--- config.mk ---
export PLATFORM = sky130hd
export DESIGN_NAME = oat_cell
export DESIGN_NICKNAME = d
export VERILOG_FILES = /design/src/hw/rtl/oat_pkg.sv /design/src/hw/rtl/oat_cell.sv
export SDC_FILE = /design/constraint.sdc
export NUM_CORES = 1
export LEC_CHECK = 0
export ABC_AREA = 1
export ABC_CLOCK_PERIOD_IN_PS = 6000
export BUFFER_PORTS_ARGS = -buffer_cell sky130_fd_sc_hd__buf_2
export CORE_ASPECT_RATIO = 1.2
export CORE_MARGIN = 5
export CORE_UTILIZATION = 30
export DETAILED_ROUTE_END_ITERATION = 10
export HOLD_SLACK_MARGIN = 0.03
export PLACE_DENSITY_LB_ADDON = 0.2
export RECOVER_POWER = 50
export SETUP_SLACK_MARGIN = 0.05
export SYNTH_ARGS = -nofsm -noshare
export SYNTH_HDL_FRONTEND = slang
export SYNTH_SLANG_ARGS = --single-unit
--- constraint.sdc ---
create_clock -name clk -period 6 [get_ports clk]
set_clock_uncertainty 0.1 [all_clocks]
set_input_delay 0.9 -clock clk [delete_from_list [all_inputs] [get_ports clk]]
set_output_delay 0.9 -clock clk [all_outputs]
set_load 0.005 [all_outputs]
--- src/hw/rtl/oat_pkg.sv ---
`default_nettype none

package oat_pkg;

    localparam int DEPTH_DEFAULT     = 64;
    localparam int WORD_BITS_DEFAULT = 32;
    localparam int ACTION_BITS       = 3;
    localparam int OPERAND_BITS      = 32;
    localparam int STATUS_BITS       = 2;

    typedef enum logic [ACTION_BITS-1:0] {
        ACT_APPEND  = 3'd0,
        ACT_INSERT  = 3'd1,
        ACT_PREPEND = 3'd2,
        ACT_POP     = 3'd3,
        ACT_DELETE  = 3'd4,
        ACT_REMOVE  = 3'd5,
        ACT_FIND    = 3'd6,
        ACT_READ    = 3'd7
    } action_t;

    typedef enum logic [STATUS_BITS-1:0] {
        STAT_OK    = 2'd0,
        STAT_RANGE = 2'd1,
        STAT_FULL  = 2'd2,
        STAT_EMPTY = 2'd3
    } status_t;

    typedef enum logic [1:0] {
        CELL_HOLD   = 2'd0,
        CELL_INSERT = 2'd1,
        CELL_DELETE = 2'd2
    } cell_op_t;

    typedef struct packed {
        cell_op_t op;
        logic     cmp_en;
    } cell_ctl_t;

endpackage

`default_nettype wire

--- src/hw/rtl/oat_cell.sv ---
`default_nettype none

module oat_cell #(
    parameter int DEPTH     = oat_pkg::DEPTH_DEFAULT,
    parameter int WORD_BITS = oat_pkg::WORD_BITS_DEFAULT,
    parameter int INDEX     = 0,
    localparam int POS_BITS = $clog2(DEPTH + 1)
) (
    input  logic                  clk,
    input  oat_pkg::cell_ctl_t    ctl,
    input  logic [POS_BITS-1:0]   pos,
    input  logic [POS_BITS-1:0]   count,
    input  logic [WORD_BITS-1:0]  cmp_word,
    input  logic [WORD_BITS-1:0]  wr_word,
    input  logic [WORD_BITS-1:0]  left_data,
    input  logic [WORD_BITS-1:0]  right_data,
    output logic [WORD_BITS-1:0]  data,
    output logic                  match
);
    import oat_pkg::*;

    localparam logic [POS_BITS-1:0] CELL_IDX = POS_BITS'(INDEX);

    logic [WORD_BITS-1:0] data_reg;
    logic [WORD_BITS-1:0] data_next;
    logic                 match_reg;
    logic                 match_next;

    always_comb
    begin
        data_next = data_reg;
        case (ctl.op)
            CELL_INSERT:
            begin
                if (CELL_IDX > pos)
                begin
                    data_next = left_data;
                end
                else if (CELL_IDX == pos)
                begin
                    data_next = wr_word;
                end
            end
            CELL_DELETE:
            begin
                if (CELL_IDX >= pos)
                begin
                    data_next = right_data;
                end
            end
            default:
            begin
                data_next = data_reg;
            end
        endcase
    end

    always_comb
    begin
        match_next = match_reg;
        if (ctl.cmp_en)
        begin
            match_next = (CELL_IDX < count) && (data_reg == cmp_word);
        end
    end

    always_ff @(posedge clk)
    begin
        data_reg  <= data_next;
        match_reg <= match_next;
    end

    assign data  = data_reg;
    assign match = match_reg;

endmodule

`default_nettype wire

==> results of run 1 <==
## how the worst min path moves through the flow
stage                     startpoint  slack [ps]  endpoint
after floorplan             data[31]         670     match
after global placement       data[0]         720     match
after detailed placement     data[0]         720     match
after CTS                     ctl[0]         710     match
after global routing          ctl[0]         710     match
final                         ctl[0]         730     match
## per-stage QoR
step / instances / instance area [um2] / hold slack (ps)
floorplan: 284 / 2040 / 672
global placement: 511 / 2860 / 717
CTS: 519 / 2970 / 714
finish: 519 / 2940 / 726
detailed placement: 511 / 2860 / 723
global route: 519 / 2940 / 715
## metal layers
layer | vias up | global-route usage [%]
met3 | 6 | 3.20
met4 | 0 | 5.24
li1 | 1149 | -
met5 | - | 0
met2 | 73 | 25.8
met1 | 928 | 15.2
## cells in the final DEF (no fill, tap or decap)
| master | Yosys | layout |
|---|---|---|
| a21oi_1 | 1 | 1 |
| buf_2 | 7 | 124 |
| bufinv_16 | 0 | 1 |
| clkbuf_1 | 0 | 24 |
| clkbuf_8 | 0 | 5 |
| clkinv_1 | 0 | 1 |
| edfxtp_1 | 33 | 33 |
| ha_1 | 2 | 2 |
| inv_1 | 36 | 37 |
| inv_2 | 2 | 1 |
| nand2_1 | 157 | 157 |
| nand3_1 | 3 | 3 |
| nor2_1 | 19 | 18 |
| nor2_2 | 2 | 2 |
| nor2_4 | 0 | 1 |
| nor2b_1 | 1 | 1 |
| nor3_1 | 2 | 2 |
| nor4_1 | 1 | 1 |
| o21ai_0 | 1 | 1 |
| o21ai_1 | 4 | 4 |
| or2_1 | 1 | 1 |
| or2_2 | 1 | 1 |
| xnor2_1 | 11 | 11 |
## layout make-up
class                           count  area, um2  area share [%]
Clock buffer                        6       72.6            2.47
Multi-Input combinational cell    206        882            30.0
Tap cell                           87        109            3.71
Sequential cell                    33        991            33.7
Timing Repair Buffer              147        707            24.1
Inverter                           38        143            4.86
Clock inverter                      2       33.8            1.15
## cell families (layout without fill, tap and decap cells)
group	after synthesis	count (layout)	share of synthesized area (%)
AND/OR/NAND/NOR	187	187	35.4
buffers and inverters	45	193	8.70
flip-flops	33	33	48.5
XOR/XNOR	11	11	4.72
AO/OA/AOI/OAI	6	6	1.47
adder cells (fa/ha/maj)	2	2	1.22
## where the power goes
part | leakage, nW | internal [W] | total, W | switching, W
sequential | 0.309 | 0.000289 | 0.000308 | 0.0000186
clock | 0.0528 | 0.000123 | 0.000201 | 0.0000786
combinational | 1.25 | 0.0000717 | 0.000149 | 0.0000776
==> results.md, run 1 <==
* Slowest CP cell: clkbuf_1
* Setup TNS at 0 ps
* Critical Path RT at 5920 ps
* Synthesis-to-finish area growth at 43.8%
* Asr flop ratio synth at 0%
* CTS root buf: clkbuf_8
* Overall power at 0.000659 W
* Max_slew headroom at 2.77%
* Slew Viols, Final at 0
* Yosys warnings at 0
* Final Core Density at between 40% and 50%
* Length of routed wiring on met1 at around 2.3 mm
* Port Buffers at between 100 and 150
* Status: finished clean
* Vias in the first global route at 2129
* Post-cts resize count at 0
* Final Setup Violations at 0
* RSZ-0062 raised after global routing: no
* Initial Utilization at 30.4%
* CP bufs+invs at 4
* CTS clk-pin slew, worst paths at roughly 60 ps
* Overflow left after global routing at 0
* Worst Reg-to-Reg Cells at 6
* Initial DRC Count at 50
* Final routed DRC violation total at 0
* Final worst setup slack at 2450 ps
* DP Worst Slack at 3350 ps
* Routed wire length at between 5 and 6 mm
* Min Tclk post-route at between 3000 and 4000 ps
* Syn_nets at 432
* CP endpoint: data[6]
* Hold_buf cts at 0
* Drt pass-1 iters at 4
* Cell area after technology mapping at 2040 um2
* Vias at 2156
* Mean Syn Cell Area at 7.19 um2
* Worst Hold Depth at 1
* Final critical-path share of the clock period at 59.2%
* Routed length on met2 at 3.15 mm
* Static Leak at 1.61 nW
* Most common cell in the netlist: nand2_1
* Post-CTS Setup Bufs at 0
* Top_reg_cell synth: edfxtp_1
* Htree depth at 2
* Crit path depth at 7
* Number of synthesized flops with an enable pin at 33
* Worst-Margin Slew at 1460 ps
* CP Launch Type: input port
* Critical Path End Type: flip-flop
* Synth area leaders: edfxtp_1, nand2_1, inv_1
* Layout cell share with drive strength beyond 1 at 31.3%
* Synthesized instance count at roughly 280
* First-pass GRT wire length at 9.51 mm
* R2R Path End: match
* Setup CP Type: in -> reg
* Post-synth top area share at 48.5%
* Final nets at 579
* Cell taking the most area after synthesis: edfxtp_1
* Met3 wire length at around 440 um
* Max-Cap Viols at 0
* Top sig layer: met4
* Clock sink count at 33
* Placer Congestion at approximately 0.8
* Worst min path class: in -> reg
* CP max stage delay at between 1000 and 1500 ps
* Clock buffer depth at 2
* Inserted Diodes at 0
* Via density at 4.15
* Crit-path cells: clkbuf_1 > inv_1 > ha_1 > clkbuf_1 > inv_1 > nand2_1 > nand2_1
* CTS tree: done
* Final ANT Viol Nets at 0
* Die area at 8570 um2
* Final hold vios at 0
* Die Wd at 85.3 um
* Post-DP HPWL at 4.87 mm
* Fmax at about 0.28 GHz
* Site row count at 33
* Largest net degree at the start of global routing at 34
* Total GRT Usage at ~14%
* Fillers at 749
* Max VDD drop at ~130 uV
* Netlist cell types at 18
* Top-Level Pins at 179
* CP Data Arrival Time at 3480 ps
* Reg-to-reg slack, setup at 4700 ps
* Max FFs per register at 32
* Num CTS Buffers at 5
* Core Box Area at 6730 um2
* CP Max Fanout at 33
* Top delay family on crit path: buffers and inverters
* R2R Path Start: data[17]
* PD cells at 224 nW/um2
* Die height at 100 um
* DR WL/cell at 11.5 um
* Flops & latches, synth at 33
* Sequential share of the synthesized area at 48.5%
* Post-synth top cells: nand2_1, inv_1, edfxtp_1
* Initial antenna violation count at 0
* Crit. Startpoint: ctl[1]
* Clk_lat worst skew at 280 ps
Power figures use the tool's default switching activity.
==> run 2, diff against run 1 <==
ABC_CLOCK_PERIOD_IN_PS = 3200   (was 6000)
clock period = 3.2 ns   (was 6 ns; I/O delays follow)
==> run 2 against run 1 <==
Compared with the run above:
- sequential share of layout area hardly changed
- utilization barely moved
- worst hold slack got worse by 430 ps
- final cell count is 0.19% higher
- critical endpoint is now data[11]
- largest cell class unchanged
- largest power group unchanged
==> results.md, run 2 (synthesis gave the netlist of run 1 again) <==
* Via density at 4.17 (+0.36%)
* Initial DRC Count at 58 (+16%)
* Combinational share of power at 24.6% (+1.9 points)
* Crit-path cells: clkbuf_1 > inv_1 > ha_1 > nor2_1 > a21oi_1 > nor2_4 > buf_12
* Most frequent cells in the layout: nand2_1, buf_2, inv_1
* Internal at 0.000832 W (+72%)
* Max-Cap Viols at 0 (unchanged)
* Critical Path RT at 3090 ps (-2830 ps)
* Top-Level Pins at 179 (unchanged)
* Final nets at 580 (+0.17%)
* CP Max Fanout at 17 (-48%)
* Die area at 8570 um2 (unchanged)
* Routed wire length at 6.07 mm (+1.7%)
* Top delay family on crit path: simple AND/OR/NAND/NOR gates
* Placer Congestion at 0.810 (-1.4%)
* Vias at 2168 (+0.56%)
* Status: finished clean
* Post-cts resize count at 0 (unchanged)
* Die Wd at 85.3 um (unchanged)
* Critical Path End Type: flip-flop
* First-pass GRT wire length at 9.56 mm (+0.50%)
* Initial antenna violation count at 0 (unchanged)
* Final ANT Viol Nets at 0 (unchanged)
* Proportion of power drawn by the clock network at 25.9% (-4.6 points)
* Worst-Margin Slew at 543 ps (-915 ps)
* CP Launch Type: input port
* CP bufs+invs at 3 (-1)
* Post-DP HPWL at 4.98 mm (+2.3%)
* Total GRT Usage at 14.2% (+0.26 points)
* Drt pass-1 iters at 4 (unchanged)
* Setup CP Type: in -> reg
* Slowest CP cell: nor2_4
* Initial Utilization at 30.4% (unchanged)
* Site row count at 33 (unchanged)
* DP Cell Count at 512 (+0.20%)
* Final critical-path share of the clock period at 55.7%
* Max_slew headroom at 63.7% (+61 points)
* CTS tree: done
* Final instance area at 2940 um2 (about the same)
* Hold_buf cts at 0 (unchanged)
* Core Box Area at 6730 um2 (unchanged)
* Num CTS Buffers at 5 (unchanged)
* CTS clk-pin slew, worst paths at 70 ps (about the same)
* Synthesis-to-finish area growth at 43.8% (about the same)
* Clk_lat worst skew at 280 ps (about the same)
* Clock sink count at 33 (unchanged)
* Max FFs per register at 32 (unchanged)
* Commonest non-fill, non-tap cell in the layout: nand2_1
* RSZ-0062 raised after global routing: no
* Overflow left after global routing at 0 (unchanged)
* CTS root buf: clkbuf_8
* Post-CTS Setup Bufs at 0 (unchanged)
* Die height at 100 um (unchanged)
* Switching power at 0.000334 W (+91%)
* Sw frac at 28.6% (+2.1 points)
* Final hold vios at 0 (unchanged)
* Max VDD drop at 185 uV (+40%)
* Inserted Diodes at 0 (unchanged)
* Layout cell share with drive strength beyond 1 at 32.3% (+1.1 points)
* Seq pwr share at 49.5% (+2.7 points)
* Dpl cell area at 2880 um2 (+0.70%)
* Non-filler cells in the finished layout at 520 (+0.19%)
* Htree depth at 2 (unchanged)
* Port Buffers at 146 (unchanged)
* Clock buffer depth at 2 (unchanged)
* Slew Viols, Final at 0 (unchanged)
* PD cells at 396 nW/um2 (+77%)
* CP Data Arrival Time at 1670 ps (-1810 ps)
* CP max stage delay at 410 ps (-660 ps)
* Static Leak at 1.62 nW (+0.45%)
* Min Tclk post-route at 1780 ps
* Setup TNS at 0 ps (unchanged)
* Fmax at 0.561 GHz
* Largest net degree at the start of global routing at 34 (unchanged)
* Final routed DRC violation total at 0 (unchanged)
* Worst min path class: in -> reg
* Overall power at 0.00117 W (+77%)
* DR WL/cell at 11.7 um (+1.5%)
* Final Setup Violations at 0 (unchanged)
* Vias in the first global route at 2137 (+0.38%)
-- run 2: cell count changes in the layout (fill, tap and decap cells not counted) --
cell       previous run  this run
clkbuf_1             24        22
clkinv_2              0         2
buf_12                0         1
buf_2               124       125
buf_4                 0         1
bufinv_16             1         0
clkinv_1              1         0
inv_1                37        36
inv_2                 1         2
-- run 2: layout make-up --
class	count	area, um2
tap	87	109
clock inverter	2	10.0
clock buffer	6	72.6
timing repair buffer	148	732
inverter	38	143
multi-input combinational	206	882
fill	741	3790
sequential	33	991
-- run 2: final timing paths --
path           start  slack (ps)  cells after the start  endpoint
max           ctl[1]        1420                      7  data[11]
min           ctl[0]         300                      1     match
max reg2reg  data[3]        1910                      5     match
min reg2reg  data[0]         720                      5     match
-- run 2: layer usage --
layer / part of all wire (%) / vias up / track usage [%] / wire length (um)
met2: 54 / 83 / 27.0 / 3300
met3: 8.2 / 7 / 3.78 / 495
met5: 0 / - / 0 / 0
met1: 36 / 928 / 14.5 / 2160
li1: - / 1150 / - / -
met4: 1.9 / 0 / 5.60 / 114
-- run 2: power by group through the flow --
stage	Combinational, W	Sequential (W)	Clock (W)
2_1_floorplan	0.000133	0.000590	0
3_3_place_gp	0.000295	0.000583	0
3_5_place_dp	0.000300	0.000587	0
4_1_cts	0.000301	0.000577	0.000313
5_1_grt	0.000328	0.000584	0.000334
6_report	0.000286	0.000577	0.000302
-- run 2: per-stage QoR --
stage	worst slack (ps)	hold slack, ps	utilization (%)
2_1_floorplan	353	492	-
3_3_place_gp	1130	580	42.8
3_5_place_dp	1130	589	42.8
4_1_cts	1430	293	44.1
5_1_grt	1320	283	43.7
6_report	1420	299	43.7
==> run 3, diff against run 2 <==
ABC_CLOCK_PERIOD_IN_PS = 1850   (was 3200)
clock period = 1.85 ns   (was 3.2 ns; I/O delays follow)
==> run 3 against run 2 <==
Compared with the run above:
- register-to-register slack lost 1300 ps
- critical path depth is the same
- largest power group unchanged
- worst setup slack lost 930 ps
- highest routed layer unchanged
==> results.md, run 3 (synthesis gave the netlist of run 1 again) <==
* Status: finished clean
* Min Tclk post-route at 1370 ps
* CP Data Arrival Time at 1240 ps (-430 ps)
* Commonest non-fill, non-tap cell in the layout: nand2_1
* Max VDD drop at 280 uV (+51%)
* Via density at 4.10 (-1.6%)
* Worst Hold Depth at 1 (unchanged)
* Layout cell share with drive strength beyond 1 at 32.5% (+0.16 points)
* Post-CTS Setup Bufs at 0 (unchanged)
* Worst Reg-to-Reg Cells at 6 (+1)
* CP Max Fanout at 13 (-4)
* Multi-input gate area at 882 um2 (unchanged)
* Clock buffer depth at 2 (unchanged)
* Final Setup Violations at 0 (unchanged)
* Critical Path End Type: flip-flop
* Final hold vios at 0 (unchanged)
* CTS clk-pin slew, worst paths at 60 ps (about the same)
* Setup TNS at 0 ps (unchanged)
* Fmax at 0.732 GHz
* Die height at 100 um (unchanged)
* Max_slew headroom at 62.8% (-0.97 points)
* First-pass GRT wire length at 8.92 mm (-6.6%)
* Final instance area at 2950 um2 (+0.34%)
* Site row count at 33 (unchanged)
* Overall power at 0.00199 W (+71%)
* Final ANT Viol Nets at 0 (unchanged)
* Overflow left after global routing at 0 (unchanged)
* Drt pass-1 iters at 4 (unchanged)
* Worst-Margin Slew at 558 ps (+14.5 ps)
* Vias in the first global route at 2061 (-3.6%)
* Vias at 2137 (-1.4%)
* Slew Viols, Final at 0 (unchanged)
* RSZ-0062 raised after global routing: no
* Top-Level Pins at 179 (unchanged)
* Num CTS Buffers at 5 (unchanged)
* Post-cts resize count at 0 (unchanged)
* Port Buffers at 146 (unchanged)
* Placer Congestion at 0.841 (+3.7%)
* Routed wire length at 5.83 mm (-3.9%)
* Synthesis-to-finish area growth at 44.3%
* Dpl cell area at 2900 um2 (+0.52%)
* Total GRT Usage at 13.3% (-0.82 points)
* DP Worst Slack at 220 ps (-911 ps)
* CTS root buf: clkbuf_8
* Final nets at 582 (+0.34%)
* Core Box Area at 6730 um2 (unchanged)
* Fillers at 742 (+0.13%)
* Post-DP HPWL at 4.82 mm (-3.3%)
* Sequential cell area at 991 um2 (unchanged)
* Inserted Diodes at 0 (unchanged)
* Setup CP Type: in -> reg
* Initial Utilization at 30.4% (unchanged)
* Final worst setup slack at 485 ps (-934 ps)
* CTS tree: done
* Largest net degree at the start of global routing at 33 (-2.9%)
* Final routed DRC violation total at 0 (unchanged)
* Static Leak at 1.62 nW (+0.41%)
* PD cells at 674 nW/um2 (+70%)
* Die area at 8570 um2 (unchanged)
* Initial antenna violation count at 0 (unchanged)
* CP Launch Type: input port
* Max-Cap Viols at 0 (unchanged)
* Clk_lat worst skew at 280 ps (about the same)
* Worst min path class: in -> reg
* Initial DRC Count at 50 (-14%)
* Die Wd at 85.3 um (unchanged)
* Final critical-path share of the clock period at between 70% and 80%
* Clock sink count at 33 (unchanged)
* Hold_buf cts at 0 (unchanged)
* Htree depth at 2 (unchanged)
* Max FFs per register at 32 (unchanged)
* DR WL/cell at 11.2 um (-4.1%)
* Most frequent cells in the layout: nand2_1, buf_2, inv_1
* Critical Path RT at 1720 ps (-1370 ps)
## run 3: critical path, stage by stage
cell and delay [ps]:
clkbuf_1 100, inv_1 50, ha_1 230, nor2_1 130, a21oi_1 80, nor2_4 130, buf_4 230
## run 3: metrics by stage
| step | cells | utilization, % | hold WS, ps |
|---|---|---|---|
| floorplan | 284 | - | 290 |
| global placement | 514 | 43.1 | 379 |
| detailed placement | 514 | 43.1 | 383 |
| CTS | 521 | 44.2 | 88.6 |
| global route | 521 | 43.8 | 85.5 |
| finish | 521 | 43.8 | 101 |
## run 3: layout make-up
class	instances	share of cell area, %
tap	87	3.69
clock inverter	1	0.127
sequential	33	33.6
timing repair buffer	150	25.4
multi-input combinational	206	29.9
clock buffer	6	2.46
inverter	38	4.84
## run 3: final timing paths
kind | startpoint | endpoint | slack [ps]
worst max register to register | data[17] | match | 570
worst max-delay path | ctl[1] | data[5] | 480
worst min register to register | data[0] | match | 720
worst min-delay path | ctl[0] | match | 100
## run 3: power by group
group	internal (W)	leakage (nW)	switching (W)
Clock	0.000253	0.0387	0.000242
Combinational	0.000245	1.28	0.000250
Sequential	0.000938	0.309	0.0000589
Total	0.00144	1.62	0.000551
## run 3: routing by layer
layer	GRT usage [%]	part of all wire [%]
met5	0	0
met1	14.2	38
met2	25.3	54
met4	4.38	0.96
met3	3.45	7.6
